--- config.mk ---
export PLATFORM = sky130hd
export DESIGN_NAME = mixed_radix_digit_splitter_flat
export DESIGN_NICKNAME = d
export VERILOG_FILES = /design/src/hdl/mrds_pkg.sv /design/src/hdl/mrds_req_if.sv /design/src/hdl/mrds_rsp_if.sv /design/src/hdl/mrds_front.sv /design/src/hdl/mrds_queue.sv /design/src/hdl/mrds_back.sv /design/src/hdl/mixed_radix_digit_splitter.sv /design/src/flat_wrapper.sv
export SDC_FILE = /design/constraint.sdc
export NUM_CORES = 1
export LEC_CHECK = 0
export ABC_AREA = 1
export BUFFER_PORTS_ARGS = -buffer_cell sky130_fd_sc_hd__buf_2
export CORE_MARGIN = 2
export CORE_UTILIZATION = 45
export DETAILED_ROUTE_END_ITERATION = 16
export PLACE_DENSITY = 0.75
export SYNTH_ARGS = -nofsm -noshare
export SYNTH_HDL_FRONTEND = slang
export SYNTH_SLANG_ARGS = --single-unit
--- constraint.sdc ---
create_clock -name clock -period 8.5 [get_ports clock]
set_input_delay 1.7 -clock clock [delete_from_list [all_inputs] [get_ports clock]]
set_output_delay 1.7 -clock clock [all_outputs]
set_load 0.02 [all_outputs]
--- src/hdl/mrds_pkg.sv ---
package mrds_pkg;

   localparam int IDX_W = 32;
   localparam int CSR_IDX_W = 3;
   localparam int CSR_DATA_W = 64;

   localparam logic [CSR_IDX_W-1:0] CSR_UNIFORM_MODE    = 3'd0;
   localparam logic [CSR_IDX_W-1:0] CSR_UNIFORM_MAX     = 3'd1;
   localparam logic [CSR_IDX_W-1:0] CSR_POSITION_MAXIMA = 3'd2;
   localparam logic [CSR_IDX_W-1:0] CSR_LEAD_TIME       = 3'd3;
   localparam logic [CSR_IDX_W-1:0] CSR_LOCATIONS       = 3'd4;

   typedef struct packed {
      logic        uniform_mode;
      logic [7:0]  uniform_max;
      logic [63:0] position_maxima;
      logic [3:0]  lead_time;
      logic [3:0]  locations;
   } cfg_type;

   typedef struct packed {
      logic [IDX_W-1:0] quotient;
      logic [IDX_W-1:0] next_index;
      logic [3:0]       count;
   } item_type;

   typedef struct packed {
      logic not_empty;
      logic not_full;
   } queue_status_type;

endpackage

--- src/hdl/mrds_req_if.sv ---
interface mrds_req_if;
   logic        valid;
   logic        ready;
   logic [31:0] enum_index;

   modport source (output valid, output enum_index, input ready);
   modport sink (input valid, input enum_index, output ready);
endinterface

--- src/hdl/mrds_rsp_if.sv ---
interface mrds_rsp_if;
   logic        valid;
   logic        ready;
   logic [2:0]  row_index;
   logic [2:0]  column_index;
   logic [7:0]  digit_value;
   logic        overflow;
   logic [31:0] next_index;
   logic        last;

   modport source (output valid, output row_index, output column_index,
                   output digit_value, output overflow, output next_index,
                   output last, input ready);
   modport sink (input valid, input row_index, input column_index,
                 input digit_value, input overflow, input next_index,
                 input last, output ready);
endinterface

--- src/hdl/mrds_front.sv ---
module mrds_front #(
   parameter int MAX_POSITIONS = 8,
   parameter int QW = 32
) (
   input  logic                      clock,
   input  logic                      reset,
   mrds_req_if.sink                  req_ch,
   input  mrds_pkg::cfg_type         cfg,
   input  mrds_pkg::queue_status_type q_status,
   output logic                      push,
   output mrds_pkg::item_type        push_item
);

   localparam logic [mrds_pkg::IDX_W-1:0] INDEX_MASK =
      (QW >= mrds_pkg::IDX_W) ? {mrds_pkg::IDX_W{1'b1}} :
      ((mrds_pkg::IDX_W'(1) << QW) - mrds_pkg::IDX_W'(1));

   logic                 valid_ff, valid_in;
   mrds_pkg::item_type   item_ff, item_in;
   logic                 accept;
   logic [3:0]           lt_eff, loc_eff;
   logic [7:0]           product;
   logic [mrds_pkg::IDX_W-1:0] q_masked;

   assign push = valid_ff && q_status.not_full;
   assign req_ch.ready = !valid_ff || push;
   assign accept = req_ch.valid && req_ch.ready;
   assign push_item = item_ff;

   always_comb begin
      lt_eff = (cfg.lead_time == 4'd0) ? 4'd1 : cfg.lead_time;
      loc_eff = (cfg.locations == 4'd0) ? 4'd1 : cfg.locations;
      product = {4'd0, lt_eff} * {4'd0, loc_eff};
      q_masked = req_ch.enum_index & INDEX_MASK;
      item_in = item_ff;
      if (accept) begin
         item_in.quotient = q_masked;
         item_in.next_index = (q_masked + mrds_pkg::IDX_W'(1)) & INDEX_MASK;
         item_in.count = (product > 8'(MAX_POSITIONS)) ? 4'(MAX_POSITIONS) : product[3:0];
      end
      valid_in = valid_ff;
      if (accept) begin
         valid_in = 1'b1;
      end else if (push) begin
         valid_in = 1'b0;
      end
   end

   always_ff @(posedge clock) begin
      if (reset) begin
         valid_ff <= 1'b0;
      end else begin
         valid_ff <= valid_in;
      end
      item_ff <= item_in;
   end

endmodule

--- src/hdl/mrds_queue.sv ---
module mrds_queue (
   input  logic                       clock,
   input  logic                       reset,
   input  logic                       push,
   input  mrds_pkg::item_type         push_item,
   input  logic                       pop,
   output mrds_pkg::item_type         head_item,
   output mrds_pkg::queue_status_type status
);

   mrds_pkg::item_type entries_ff [2];
   logic       wr_ptr_ff, wr_ptr_in;
   logic       rd_ptr_ff, rd_ptr_in;
   logic [1:0] fill_ff, fill_in;
   logic       do_push, do_pop;

   assign status.not_empty = (fill_ff != 2'd0);
   assign status.not_full = (fill_ff != 2'd2);
   assign do_push = push && status.not_full;
   assign do_pop = pop && status.not_empty;
   assign head_item = entries_ff[rd_ptr_ff];

   always_comb begin
      wr_ptr_in = do_push ? !wr_ptr_ff : wr_ptr_ff;
      rd_ptr_in = do_pop ? !rd_ptr_ff : rd_ptr_ff;
      fill_in = fill_ff;
      if (do_push && !do_pop) begin
         fill_in = fill_ff + 2'd1;
      end else if (do_pop && !do_push) begin
         fill_in = fill_ff - 2'd1;
      end
   end

   always_ff @(posedge clock) begin
      if (reset) begin
         wr_ptr_ff <= 1'b0;
         rd_ptr_ff <= 1'b0;
         fill_ff <= 2'd0;
      end else begin
         wr_ptr_ff <= wr_ptr_in;
         rd_ptr_ff <= rd_ptr_in;
         fill_ff <= fill_in;
      end
      if (do_push) begin
         entries_ff[wr_ptr_ff] <= push_item;
      end
   end

endmodule

--- src/hdl/mrds_back.sv ---
module mrds_back #(
   parameter int QW = 32
) (
   input  logic                       clock,
   input  logic                       reset,
   input  mrds_pkg::cfg_type          cfg,
   input  mrds_pkg::item_type         head_item,
   input  mrds_pkg::queue_status_type q_status,
   output logic                       pop,
   mrds_rsp_if.source                 rsp_ch
);

   localparam int CW = $clog2(QW);
   localparam logic [1:0] ST_IDLE = 2'd0;
   localparam logic [1:0] ST_DIV  = 2'd1;
   localparam logic [1:0] ST_EMIT = 2'd2;

   logic [1:0]    state_ff, state_in;
   logic [QW-1:0] quo_ff, quo_in;
   logic [7:0]    rem_ff, rem_in;
   logic [CW-1:0] bit_ff, bit_in;
   logic [2:0]    pos_ff, pos_in;
   logic [2:0]    row_ff, row_in;
   logic [3:0]    col_ff, col_in;
   logic [3:0]    count_ff, count_in;
   logic [31:0]   next_ff, next_in;

   logic          out_valid_ff, out_valid_in;
   logic [2:0]    out_row_ff, out_row_in;
   logic [2:0]    out_col_ff, out_col_in;
   logic [7:0]    out_digit_ff, out_digit_in;
   logic          out_ovf_ff, out_ovf_in;
   logic [31:0]   out_next_ff, out_next_in;
   logic          out_last_ff, out_last_in;

   logic          out_free;
   logic [7:0]    max_sel;
   logic [8:0]    radix;
   logic [8:0]    shifted;
   logic [8:0]    diff;
   logic          ge;
   logic          is_last;
   logic [3:0]    lt_eff;
   logic [3:0]    col_next;

   assign out_free = !out_valid_ff || rsp_ch.ready;
   assign pop = (state_ff == ST_IDLE) && q_status.not_empty;

   assign rsp_ch.valid = out_valid_ff;
   assign rsp_ch.row_index = out_row_ff;
   assign rsp_ch.column_index = out_col_ff;
   assign rsp_ch.digit_value = out_digit_ff;
   assign rsp_ch.overflow = out_ovf_ff;
   assign rsp_ch.next_index = out_next_ff;
   assign rsp_ch.last = out_last_ff;

   always_comb begin
      max_sel = cfg.uniform_mode ? cfg.uniform_max : cfg.position_maxima[{pos_ff, 3'b000} +: 8];
      radix = {1'b0, max_sel} + 9'd1;
      shifted = {rem_ff, quo_ff[QW-1]};
      ge = (shifted >= radix);
      diff = shifted - radix;
      is_last = (({1'b0, pos_ff} + 4'd1) == count_ff);
      lt_eff = (cfg.lead_time == 4'd0) ? 4'd1 : cfg.lead_time;
      col_next = col_ff + 4'd1;

      state_in = state_ff;
      quo_in = quo_ff;
      rem_in = rem_ff;
      bit_in = bit_ff;
      pos_in = pos_ff;
      row_in = row_ff;
      col_in = col_ff;
      count_in = count_ff;
      next_in = next_ff;

      out_valid_in = out_valid_ff && !rsp_ch.ready;
      out_row_in = out_row_ff;
      out_col_in = out_col_ff;
      out_digit_in = out_digit_ff;
      out_ovf_in = out_ovf_ff;
      out_next_in = out_next_ff;
      out_last_in = out_last_ff;

      case (state_ff)
         ST_IDLE: begin
            if (q_status.not_empty) begin
               quo_in = head_item.quotient[QW-1:0];
               rem_in = 8'd0;
               bit_in = '0;
               pos_in = 3'd0;
               row_in = 3'd0;
               col_in = 4'd0;
               count_in = head_item.count;
               next_in = head_item.next_index;
               state_in = ST_DIV;
            end
         end
         ST_DIV: begin
            rem_in = ge ? diff[7:0] : shifted[7:0];
            quo_in = {quo_ff[QW-2:0], ge};
            bit_in = bit_ff + CW'(1);
            if (bit_ff == CW'(QW - 1)) begin
               state_in = ST_EMIT;
            end
         end
         ST_EMIT: begin
            if (out_free) begin
               out_valid_in = 1'b1;
               out_row_in = row_ff;
               out_col_in = col_ff[2:0];
               out_digit_in = rem_ff;
               out_ovf_in = is_last && (quo_ff != '0);
               out_next_in = next_ff;
               out_last_in = is_last;
               if (is_last) begin
                  state_in = ST_IDLE;
               end else begin
                  pos_in = pos_ff + 3'd1;
                  if (col_next == lt_eff) begin
                     col_in = 4'd0;
                     row_in = row_ff + 3'd1;
                  end else begin
                     col_in = col_next;
                  end
                  rem_in = 8'd0;
                  bit_in = '0;
                  state_in = ST_DIV;
               end
            end
         end
         default: begin
            state_in = ST_IDLE;
         end
      endcase
   end

   always_ff @(posedge clock) begin
      if (reset) begin
         state_ff <= ST_IDLE;
         out_valid_ff <= 1'b0;
      end else begin
         state_ff <= state_in;
         out_valid_ff <= out_valid_in;
      end
      quo_ff <= quo_in;
      rem_ff <= rem_in;
      bit_ff <= bit_in;
      pos_ff <= pos_in;
      row_ff <= row_in;
      col_ff <= col_in;
      count_ff <= count_in;
      next_ff <= next_in;
      out_row_ff <= out_row_in;
      out_col_ff <= out_col_in;
      out_digit_ff <= out_digit_in;
      out_ovf_ff <= out_ovf_in;
      out_next_ff <= out_next_in;
      out_last_ff <= out_last_in;
   end

   a_digit_below_radix: assert property (@(posedge clock) disable iff (reset)
      (state_ff == ST_EMIT) |-> ({1'b0, rem_ff} < radix))
      else $error("digit not below radix");

   a_emit_holds_when_blocked: assert property (@(posedge clock) disable iff (reset)
      (state_ff == ST_EMIT && !out_free) |=> (state_ff == ST_EMIT))
      else $error("result dropped while output busy");

   a_overflow_only_on_last: assert property (@(posedge clock) disable iff (reset)
      (out_valid_ff && out_ovf_ff) |-> out_last_ff)
      else $error("overflow flagged on a non-final result");

   a_pop_only_idle: assert property (@(posedge clock) disable iff (reset)
      pop |=> (state_ff == ST_DIV))
      else $error("pop did not start a division");

endmodule

--- src/hdl/mixed_radix_digit_splitter.sv ---
// the front register and the queue feed the shared restoring divider, which handles each position in turn
// (QW = min(INDEX_BITS, 32)) and produces one quotient bit per cycle
// the front accepts and queues up to three transactions while the divider is busy
// reset is synchronous, active high: clears control state and loads register defaults
module mixed_radix_digit_splitter #(
   parameter int MAX_POSITIONS = 8,
   parameter int INDEX_BITS = 32
) (
   input  logic                               clock,
   input  logic                               reset,
   mrds_req_if.sink                           req_ch,
   mrds_rsp_if.source                         rsp_ch,
   input  logic                               csr_we,
   input  logic [mrds_pkg::CSR_IDX_W-1:0]     csr_index,
   input  logic [mrds_pkg::CSR_DATA_W-1:0]    csr_wdata
);

   localparam int QW = (INDEX_BITS < mrds_pkg::IDX_W) ? INDEX_BITS : mrds_pkg::IDX_W;

   mrds_pkg::cfg_type          cfg_ff, cfg_in;
   mrds_pkg::queue_status_type q_status;
   mrds_pkg::item_type         push_item;
   mrds_pkg::item_type         head_item;
   logic                       push;
   logic                       pop;

   always_comb begin
      cfg_in = cfg_ff;
      if (csr_we) begin
         case (csr_index)
            mrds_pkg::CSR_UNIFORM_MODE:    cfg_in.uniform_mode = csr_wdata[0];
            mrds_pkg::CSR_UNIFORM_MAX:     cfg_in.uniform_max = csr_wdata[7:0];
            mrds_pkg::CSR_POSITION_MAXIMA: cfg_in.position_maxima = csr_wdata;
            mrds_pkg::CSR_LEAD_TIME:       cfg_in.lead_time = csr_wdata[3:0];
            mrds_pkg::CSR_LOCATIONS:       cfg_in.locations = csr_wdata[3:0];
            default: begin
               cfg_in = cfg_ff;
            end
         endcase
      end
   end

   always_ff @(posedge clock) begin
      if (reset) begin
         cfg_ff.uniform_mode <= 1'b0;
         cfg_ff.uniform_max <= 8'd1;
         cfg_ff.position_maxima <= 64'd0;
         cfg_ff.lead_time <= 4'd1;
         cfg_ff.locations <= 4'd1;
      end else begin
         cfg_ff <= cfg_in;
      end
   end

   mrds_front #(
      .MAX_POSITIONS(MAX_POSITIONS),
      .QW(QW)
   ) u_front (
      .clock(clock),
      .reset(reset),
      .req_ch(req_ch),
      .cfg(cfg_ff),
      .q_status(q_status),
      .push(push),
      .push_item(push_item)
   );

   mrds_queue u_queue (
      .clock(clock),
      .reset(reset),
      .push(push),
      .push_item(push_item),
      .pop(pop),
      .head_item(head_item),
      .status(q_status)
   );

   mrds_back #(
      .QW(QW)
   ) u_back (
      .clock(clock),
      .reset(reset),
      .cfg(cfg_ff),
      .head_item(head_item),
      .q_status(q_status),
      .pop(pop),
      .rsp_ch(rsp_ch)
   );

endmodule

--- src/flat_wrapper.sv ---
// flat-port wrapper written by rule: the top's interface ports become plain ports
module mixed_radix_digit_splitter_flat 
#(
   parameter int MAX_POSITIONS = 8,
   parameter int INDEX_BITS = 32
)
  (clock, reset, csr_we, csr_index, csr_wdata, req_ch_valid, req_ch_enum_index, req_ch_ready, rsp_ch_valid, rsp_ch_row_index, rsp_ch_column_index, rsp_ch_digit_value, rsp_ch_overflow, rsp_ch_next_index, rsp_ch_last, rsp_ch_ready);
  mrds_req_if req_ch_i ();
  mrds_rsp_if rsp_ch_i ();
  input  logic clock;
  input  logic reset;
  input  logic csr_we;
  input  logic [mrds_pkg::CSR_IDX_W-1:0] csr_index;
  input  logic [mrds_pkg::CSR_DATA_W-1:0] csr_wdata;
  input wire logic [$bits(req_ch_i.valid)-1:0] req_ch_valid;
  input wire logic [$bits(req_ch_i.enum_index)-1:0] req_ch_enum_index;
  output wire logic [$bits(req_ch_i.ready)-1:0] req_ch_ready;
  output wire logic [$bits(rsp_ch_i.valid)-1:0] rsp_ch_valid;
  output wire logic [$bits(rsp_ch_i.row_index)-1:0] rsp_ch_row_index;
  output wire logic [$bits(rsp_ch_i.column_index)-1:0] rsp_ch_column_index;
  output wire logic [$bits(rsp_ch_i.digit_value)-1:0] rsp_ch_digit_value;
  output wire logic [$bits(rsp_ch_i.overflow)-1:0] rsp_ch_overflow;
  output wire logic [$bits(rsp_ch_i.next_index)-1:0] rsp_ch_next_index;
  output wire logic [$bits(rsp_ch_i.last)-1:0] rsp_ch_last;
  input wire logic [$bits(rsp_ch_i.ready)-1:0] rsp_ch_ready;
  assign req_ch_i.valid = req_ch_valid;
  assign req_ch_i.enum_index = req_ch_enum_index;
  assign req_ch_ready = req_ch_i.ready;
  assign rsp_ch_valid = rsp_ch_i.valid;
  assign rsp_ch_row_index = rsp_ch_i.row_index;
  assign rsp_ch_column_index = rsp_ch_i.column_index;
  assign rsp_ch_digit_value = rsp_ch_i.digit_value;
  assign rsp_ch_overflow = rsp_ch_i.overflow;
  assign rsp_ch_next_index = rsp_ch_i.next_index;
  assign rsp_ch_last = rsp_ch_i.last;
  assign rsp_ch_i.ready = rsp_ch_ready;
  mixed_radix_digit_splitter #(.MAX_POSITIONS(MAX_POSITIONS), .INDEX_BITS(INDEX_BITS)) u_core (.clock(clock), .reset(reset), .req_ch(req_ch_i), .rsp_ch(rsp_ch_i), .csr_we(csr_we), .csr_index(csr_index), .csr_wdata(csr_wdata));
endmodule
==> flow_summary.html <==
<table>
<tr><th>Metric</th><th>Value</th></tr>
<tr><th colspan="2">STA</th></tr>
<tr><td>Fraction of the cycle the final worst path needs</td><td>0.442</td></tr>
<tr><td>Unrepaired setup endpoints after global routing</td><td>no</td></tr>
<tr><td>Crit path time final</td><td>3760 ps</td></tr>
<tr><td>Maximum clock frequency</td><td>266 MHz</td></tr>
<tr><td>Total Neg Setup Slack</td><td>0 ps</td></tr>
<tr><td>Setup violations, final</td><td>0</td></tr>
<tr><td>Worst relative slew slack</td><td>0.155</td></tr>
<tr><td>Count of endpoints failing hold in the final timing report</td><td>0</td></tr>
<tr><td>Max-slew violations</td><td>0</td></tr>
<tr><td>Clock Skew</td><td>34.6 ps</td></tr>
<tr><td>Slew at the pin with the worst max-slew slack</td><td>1270 ps</td></tr>
<tr><th colspan="2">Setup path</th></tr>
<tr><td>Worst setup path endpoint</td><td>u_core.u_back.rem_ff[1]</td></tr>
<tr><td>Crit. End Element</td><td>flop</td></tr>
<tr><td>Total stage count of the critical path</td><td>20</td></tr>
<tr><td>Required time at the worst-slack endpoint</td><td>8820 ps</td></tr>
<tr><td>Sum of buffers and inverters on the critical path</td><td>2</td></tr>
<tr><td>Critical Setup Path Class</td><td>flop to flop</td></tr>
<tr><td>Setup slack on the worst flop-to-flop path</td><td>4740 ps</td></tr>
<tr><td>Capturing point of the worst reg2reg path</td><td>u_core.u_back.rem_ff[1]</td></tr>
<tr><td>First element of the critical path</td><td>u_core.u_back.pos_ff[1]</td></tr>
<tr><td>Arrival time at the worst endpoint</td><td>4080 ps</td></tr>
<tr><td>Worst reg2reg startpoint</td><td>u_core.u_back.pos_ff[1]</td></tr>
<tr><td>Cell with the largest stage delay on the worst path</td><td>sky130_fd_sc_hd__edfxtp_1</td></tr>
<tr><td>Highest cell delay on the worst timing path</td><td>820 ps</td></tr>
<tr><td>Worst-path fanout max</td><td>19</td></tr>
<tr><td>List of cells traversed by the critical path</td><td>inv_4 &gt; nor2_1 &gt; o21ai_0 &gt; nand3_1 &gt; nand3_1 &gt; nand2_2 &gt; ha_1 &gt; nand2_2 &gt; nor2_2 &gt; nand2_1 &gt; nand2_1 &gt; nand2_1 &gt; ha_1 &gt; a21o_1 &gt; a21boi_0 &gt; nand3_1 &gt; a21oi_4 &gt; inv_4 &gt; nor2_1 &gt; nor2_1</td></tr>
<tr><td>Length in cells of the worst reg-to-reg path</td><td>20</td></tr>
<tr><td>Crit start category</td><td>flop</td></tr>
<tr><td>Family with the most delay on the worst path</td><td>simple AND/OR/NAND/NOR gates</td></tr>
<tr><th colspan="2">Clocking</th></tr>
<tr><td>Post-cts resize count</td><td>0</td></tr>
<tr><td>Buffer count from post-CTS setup fixing</td><td>0</td></tr>
<tr><td>CTS H-tree lvls</td><td>2</td></tr>
<tr><td>Sinks on the clock net</td><td>433</td></tr>
<tr><td>Clock tree from TritonCTS</td><td>built</td></tr>
<tr><td>Maximum buffer depth of the clock tree</td><td>3</td></tr>
<tr><td>Clock input transition at the sequential cells of the worst setup and hold paths</td><td>60 ps</td></tr>
<tr><td>Count of hold buffers inserted by post-cts repair</td><td>0</td></tr>
<tr><td>Total CTS buffers</td><td>44</td></tr>
<tr><td>Source-to-sink clock delay at the later pin of the worst-skew pair</td><td>590 ps</td></tr>
<tr><td>Clock root buffer master</td><td>sky130_fd_sc_hd__clkbuf_16</td></tr>
<tr><th colspan="2">Routing</th></tr>
<tr><td>1st-iter DRT viols</td><td>852</td></tr>
<tr><td>WL met3</td><td>2.08 mm</td></tr>
<tr><td>Met2 layer wire length in the routed design</td><td>18.2 mm</td></tr>
<tr><td>Via count</td><td>11,600</td></tr>
<tr><td>Top layer reached by signal wires</td><td>met4</td></tr>
<tr><td>M1 wire length</td><td>16.4 mm</td></tr>
<tr><td>Ratio of routed vias to standard cells</td><td>5.10</td></tr>
<tr><td>Per-cell routed wire length</td><td>16.7 um</td></tr>
<tr><td>Post-route antenna net violation count</td><td>0</td></tr>
<tr><td>Pre-antenna DRT Iters</td><td>5</td></tr>
<tr><td>Remaining DRCs</td><td>0</td></tr>
<tr><td>Wirelength, routed</td><td>37.8 mm</td></tr>
<tr><th colspan="2">Floorplanning</th></tr>
<tr><td>Std cell rows</td><td>72</td></tr>
<tr><td>Die area</td><td>40,800 um2</td></tr>
<tr><td>Chip Width</td><td>202 um</td></tr>
<tr><td>Area of the core</td><td>38,600 um2</td></tr>
<tr><td>I/O Pins</td><td>154</td></tr>
<tr><td>Effective utilization at floorplan</td><td>0.457</td></tr>
<tr><td>Overall die height</td><td>202 um</td></tr>
<tr><th colspan="2">Global routing</th></tr>
<tr><td>First-pass GRT wire length</td><td>60.0 mm</td></tr>
<tr><td>Antenna violations before repair</td><td>1</td></tr>
<tr><td>Vias in the first global route</td><td>11,400</td></tr>
<tr><td>Overflow left after global routing</td><td>0</td></tr>
<tr><td>Maximum number of pins on one net before global-route repair</td><td>110</td></tr>
<tr><td>Gr usage total</td><td>0.186</td></tr>
<tr><th colspan="2">Power and ir drop</th></tr>
<tr><td>Pwr dens</td><td>307 nW/um2</td></tr>
<tr><td>Pleak</td><td>7.96 nW</td></tr>
<tr><td>Max VDD drop</td><td>0.204 mV</td></tr>
<tr><th colspan="2">Final layout</th></tr>
<tr><td>Most common library cell in the layout ignoring fill and taps</td><td>sky130_fd_sc_hd__edfxtp_1</td></tr>
<tr><td>Most used cells in the layout excluding fill and tap cells</td><td>sky130_fd_sc_hd__edfxtp_1, sky130_fd_sc_hd__nand2_1, sky130_fd_sc_hd__nor2_1, sky130_fd_sc_hd__buf_2, sky130_fd_sc_hd__a21oi_1</td></tr>
<tr><td>Share of cells above drive strength 1</td><td>0.153</td></tr>
<tr><td>Antenna cell count</td><td>0</td></tr>
<tr><td>Final-stage net count</td><td>1,856</td></tr>
<tr><td>Number of fill cells in the layout</td><td>3,273</td></tr>
<tr><td>Number of standard cells in the final layout excluding fillers</td><td>2,266</td></tr>
<tr><td>Finished layout cell area</td><td>20,300 um2</td></tr>
<tr><td>Layout overhead on the synthesized area</td><td>15.0%</td></tr>
<tr><th colspan="2">Yosys</th></tr>
<tr><td>Gate count of the mapped netlist</td><td>1,563</td></tr>
<tr><td>Post-Syn Nets</td><td>1,701</td></tr>
<tr><td>Cell types occupying the most area after synthesis</td><td>sky130_fd_sc_hd__edfxtp_1, sky130_fd_sc_hd__dfxtp_1, sky130_fd_sc_hd__nand2_1, sky130_fd_sc_hd__a21oi_1, sky130_fd_sc_hd__nor2_1</td></tr>
<tr><td>Mean instance size in the synthesized netlist</td><td>11.3 um2</td></tr>
<tr><td>Summed instance area of the synthesized netlist</td><td>17,700 um2</td></tr>
<tr><td>Count of state elements after synthesis</td><td>433</td></tr>
<tr><td>Number of synthesis warnings</td><td>0</td></tr>
<tr><td>Post-synth ARST share</td><td>0</td></tr>
<tr><td>Part of the Yosys area used for sequential elements</td><td>0.685</td></tr>
<tr><td>Distinct cell type count after synthesis</td><td>49</td></tr>
<tr><td>Count of flip-flops with a built-in enable after synthesis</td><td>343</td></tr>
<tr><td>Most used DFF post-synth</td><td>sky130_fd_sc_hd__edfxtp_1</td></tr>
<tr><td>Cell taking the most area after synthesis</td><td>sky130_fd_sc_hd__edfxtp_1</td></tr>
<tr><td>Portion of synthesized cell area occupied by the leading cell type</td><td>0.583</td></tr>
<tr><th colspan="2">Placed design</th></tr>
<tr><td>Standard cell area after detailed placement</td><td>18,900 um2</td></tr>
<tr><td># placed instances</td><td>2,190</td></tr>
<tr><td>Placed wire-length estimate after detailed placement</td><td>24.9 mm</td></tr>
<tr><td>Port buffer count</td><td>153</td></tr>
<tr><td>Final RePlAce weighted congestion</td><td>0.833</td></tr>
<tr><th colspan="2">Min path</th></tr>
<tr><td>Class of the most critical hold timing path</td><td>flop to flop</td></tr>
<tr><td>Worst Hold Path Cells</td><td>0</td></tr>
<tr><th colspan="2">Job</th></tr>
<tr><td>Total of max-cap violations</td><td>0</td></tr>
<tr><th colspan="2">Outcome</th></tr>
<tr><td>Run status</td><td>complete, no violations</td></tr>
</table>
[cells by family (layout without fill, tap and decap cells)]
| group | after synthesis | in the layout | share of synthesized area |
|---|---|---|---|
| simple gates | 597 | 597 | 0.142 |
| xor+xnor | 53 | 53 | 0.0263 |
| fa+ha+maj | 34 | 34 | 0.0262 |
| flops | 433 | 433 | 0.685 |
| compound gates | 258 | 258 | 0.0760 |
| buf+inv | 188 | 373 | 0.0439 |
[per-stage QoR]
step	power (mW)	setup slack (ps)	utilization	hold WS, ps
3_5_place_dp	4.43	4770	0.489	405
2_1_floorplan	4.03	3810	-	400
3_3_place_gp	4.38	4870	0.489	402
5_1_grt	6.58	4310	0.525	413
4_1_cts	6.29	4710	0.525	408
6_report	6.23	4740	0.525	403
[flip-flops by register name, indices dropped and copies added, names as in the netlist, 2 cells and up, named ones only]
signal	flops
u_core.u_back.count_ff	4
u_core.u_back.state_ff	2
u_core.u_queue.fill_ff	2
u_core.u_back.rsp_ch.row_index	3
u_core.u_back.rsp_ch.next_index	32
u_core.cfg_ff	81
u_core.u_back.bit_ff	5
u_core.u_back.rsp_ch.digit_value	8
u_core.u_back.col_ff	4
u_core.u_front.push_item	68
u_core.u_back.pos_ff	3
u_core.u_back.quo_ff	32
u_core.u_back.row_ff	3
u_core.u_back.rem_ff	8
u_core.u_back.rsp_ch.column_index	3
u_core.u_back.next_ff	32
u_core.u_queue.entries_ff	136
[report_power, final]
group	leakage, nW	switching, mW	internal [mW]
Clock	0.676	0.797	1.05
Sequential	3.96	0.174	2.80
Combinational	3.32	0.964	0.447
[metal layers]
layer,track usage,vias up
li1,-,5657
met4,0.0725,0
met2,0.306,340
met5,0,-
met3,0.0318,75
met1,0.248,5487
[how the worst min path moves through the flow]
stage,start,slack (ps),endpoint
6_report,u_core.u_back.next_ff[0],400,u_core.u_back.rsp_ch.next_index[0]
5_1_grt,u_core.u_back.next_ff[0],410,u_core.u_back.rsp_ch.next_index[0]
4_1_cts,u_core.u_back.next_ff[0],410,u_core.u_back.rsp_ch.next_index[0]
3_5_place_dp,u_core.u_back.next_ff[10],400,u_core.u_back.rsp_ch.next_index[10]
3_3_place_gp,u_core.u_back.next_ff[15],400,u_core.u_back.rsp_ch.next_index[15]
2_1_floorplan,u_core.u_back.next_ff[0],400,u_core.u_back.rsp_ch.next_index[0]
[area by class of cell]
cell class	count	area [um2]	area share
clock buffers	61	1230	0.0604
clock inverters	15	161	0.00795
inverters	132	500	0.0247
multi-input cells	942	4800	0.237
flip-flops and latches	433	12100	0.596
well taps	518	648	0.0319
repair buffers	165	856	0.0422
[cell usage after synthesis, types with 7 or more instances]
| cell type | count |
|---|---|
| sky130_fd_sc_hd__o21ai_0 | 104 |
| sky130_fd_sc_hd__inv_1 | 123 |
| sky130_fd_sc_hd__ha_1 | 29 |
| sky130_fd_sc_hd__nor2_1 | 174 |
| sky130_fd_sc_hd__nand2_2 | 8 |
| sky130_fd_sc_hd__xor2_1 | 33 |
| sky130_fd_sc_hd__nand2_1 | 298 |
| sky130_fd_sc_hd__buf_2 | 9 |
| sky130_fd_sc_hd__a21oi_1 | 133 |
| sky130_fd_sc_hd__clkbuf_1 | 38 |
| sky130_fd_sc_hd__edfxtp_1 | 343 |
| sky130_fd_sc_hd__nand3_1 | 66 |
| sky130_fd_sc_hd__nor4_1 | 13 |
| sky130_fd_sc_hd__nand4_1 | 12 |
| sky130_fd_sc_hd__dfxtp_1 | 90 |
| sky130_fd_sc_hd__xnor2_1 | 20 |
| sky130_fd_sc_hd__nor2_2 | 7 |
[worst register-to-register path, stage by stage (launching register included)]
cell and delay, ps:
sky130_fd_sc_hd__edfxtp_1 820, sky130_fd_sc_hd__inv_4 210, sky130_fd_sc_hd__nor2_1 160, sky130_fd_sc_hd__o21ai_0 90
sky130_fd_sc_hd__nand3_1 100, sky130_fd_sc_hd__nand3_1 90, sky130_fd_sc_hd__nand2_2 110, sky130_fd_sc_hd__ha_1 220
sky130_fd_sc_hd__nand2_2 70, sky130_fd_sc_hd__nor2_2 140, sky130_fd_sc_hd__nand2_1 70, sky130_fd_sc_hd__nand2_1 50
sky130_fd_sc_hd__nand2_1 50, sky130_fd_sc_hd__ha_1 310, sky130_fd_sc_hd__a21o_1 190, sky130_fd_sc_hd__a21boi_0 160
sky130_fd_sc_hd__nand3_1 150, sky130_fd_sc_hd__a21oi_4 280, sky130_fd_sc_hd__inv_4 90, sky130_fd_sc_hd__nor2_1 100
sky130_fd_sc_hd__nor2_1 50
(Power assumes the default switching activity.)
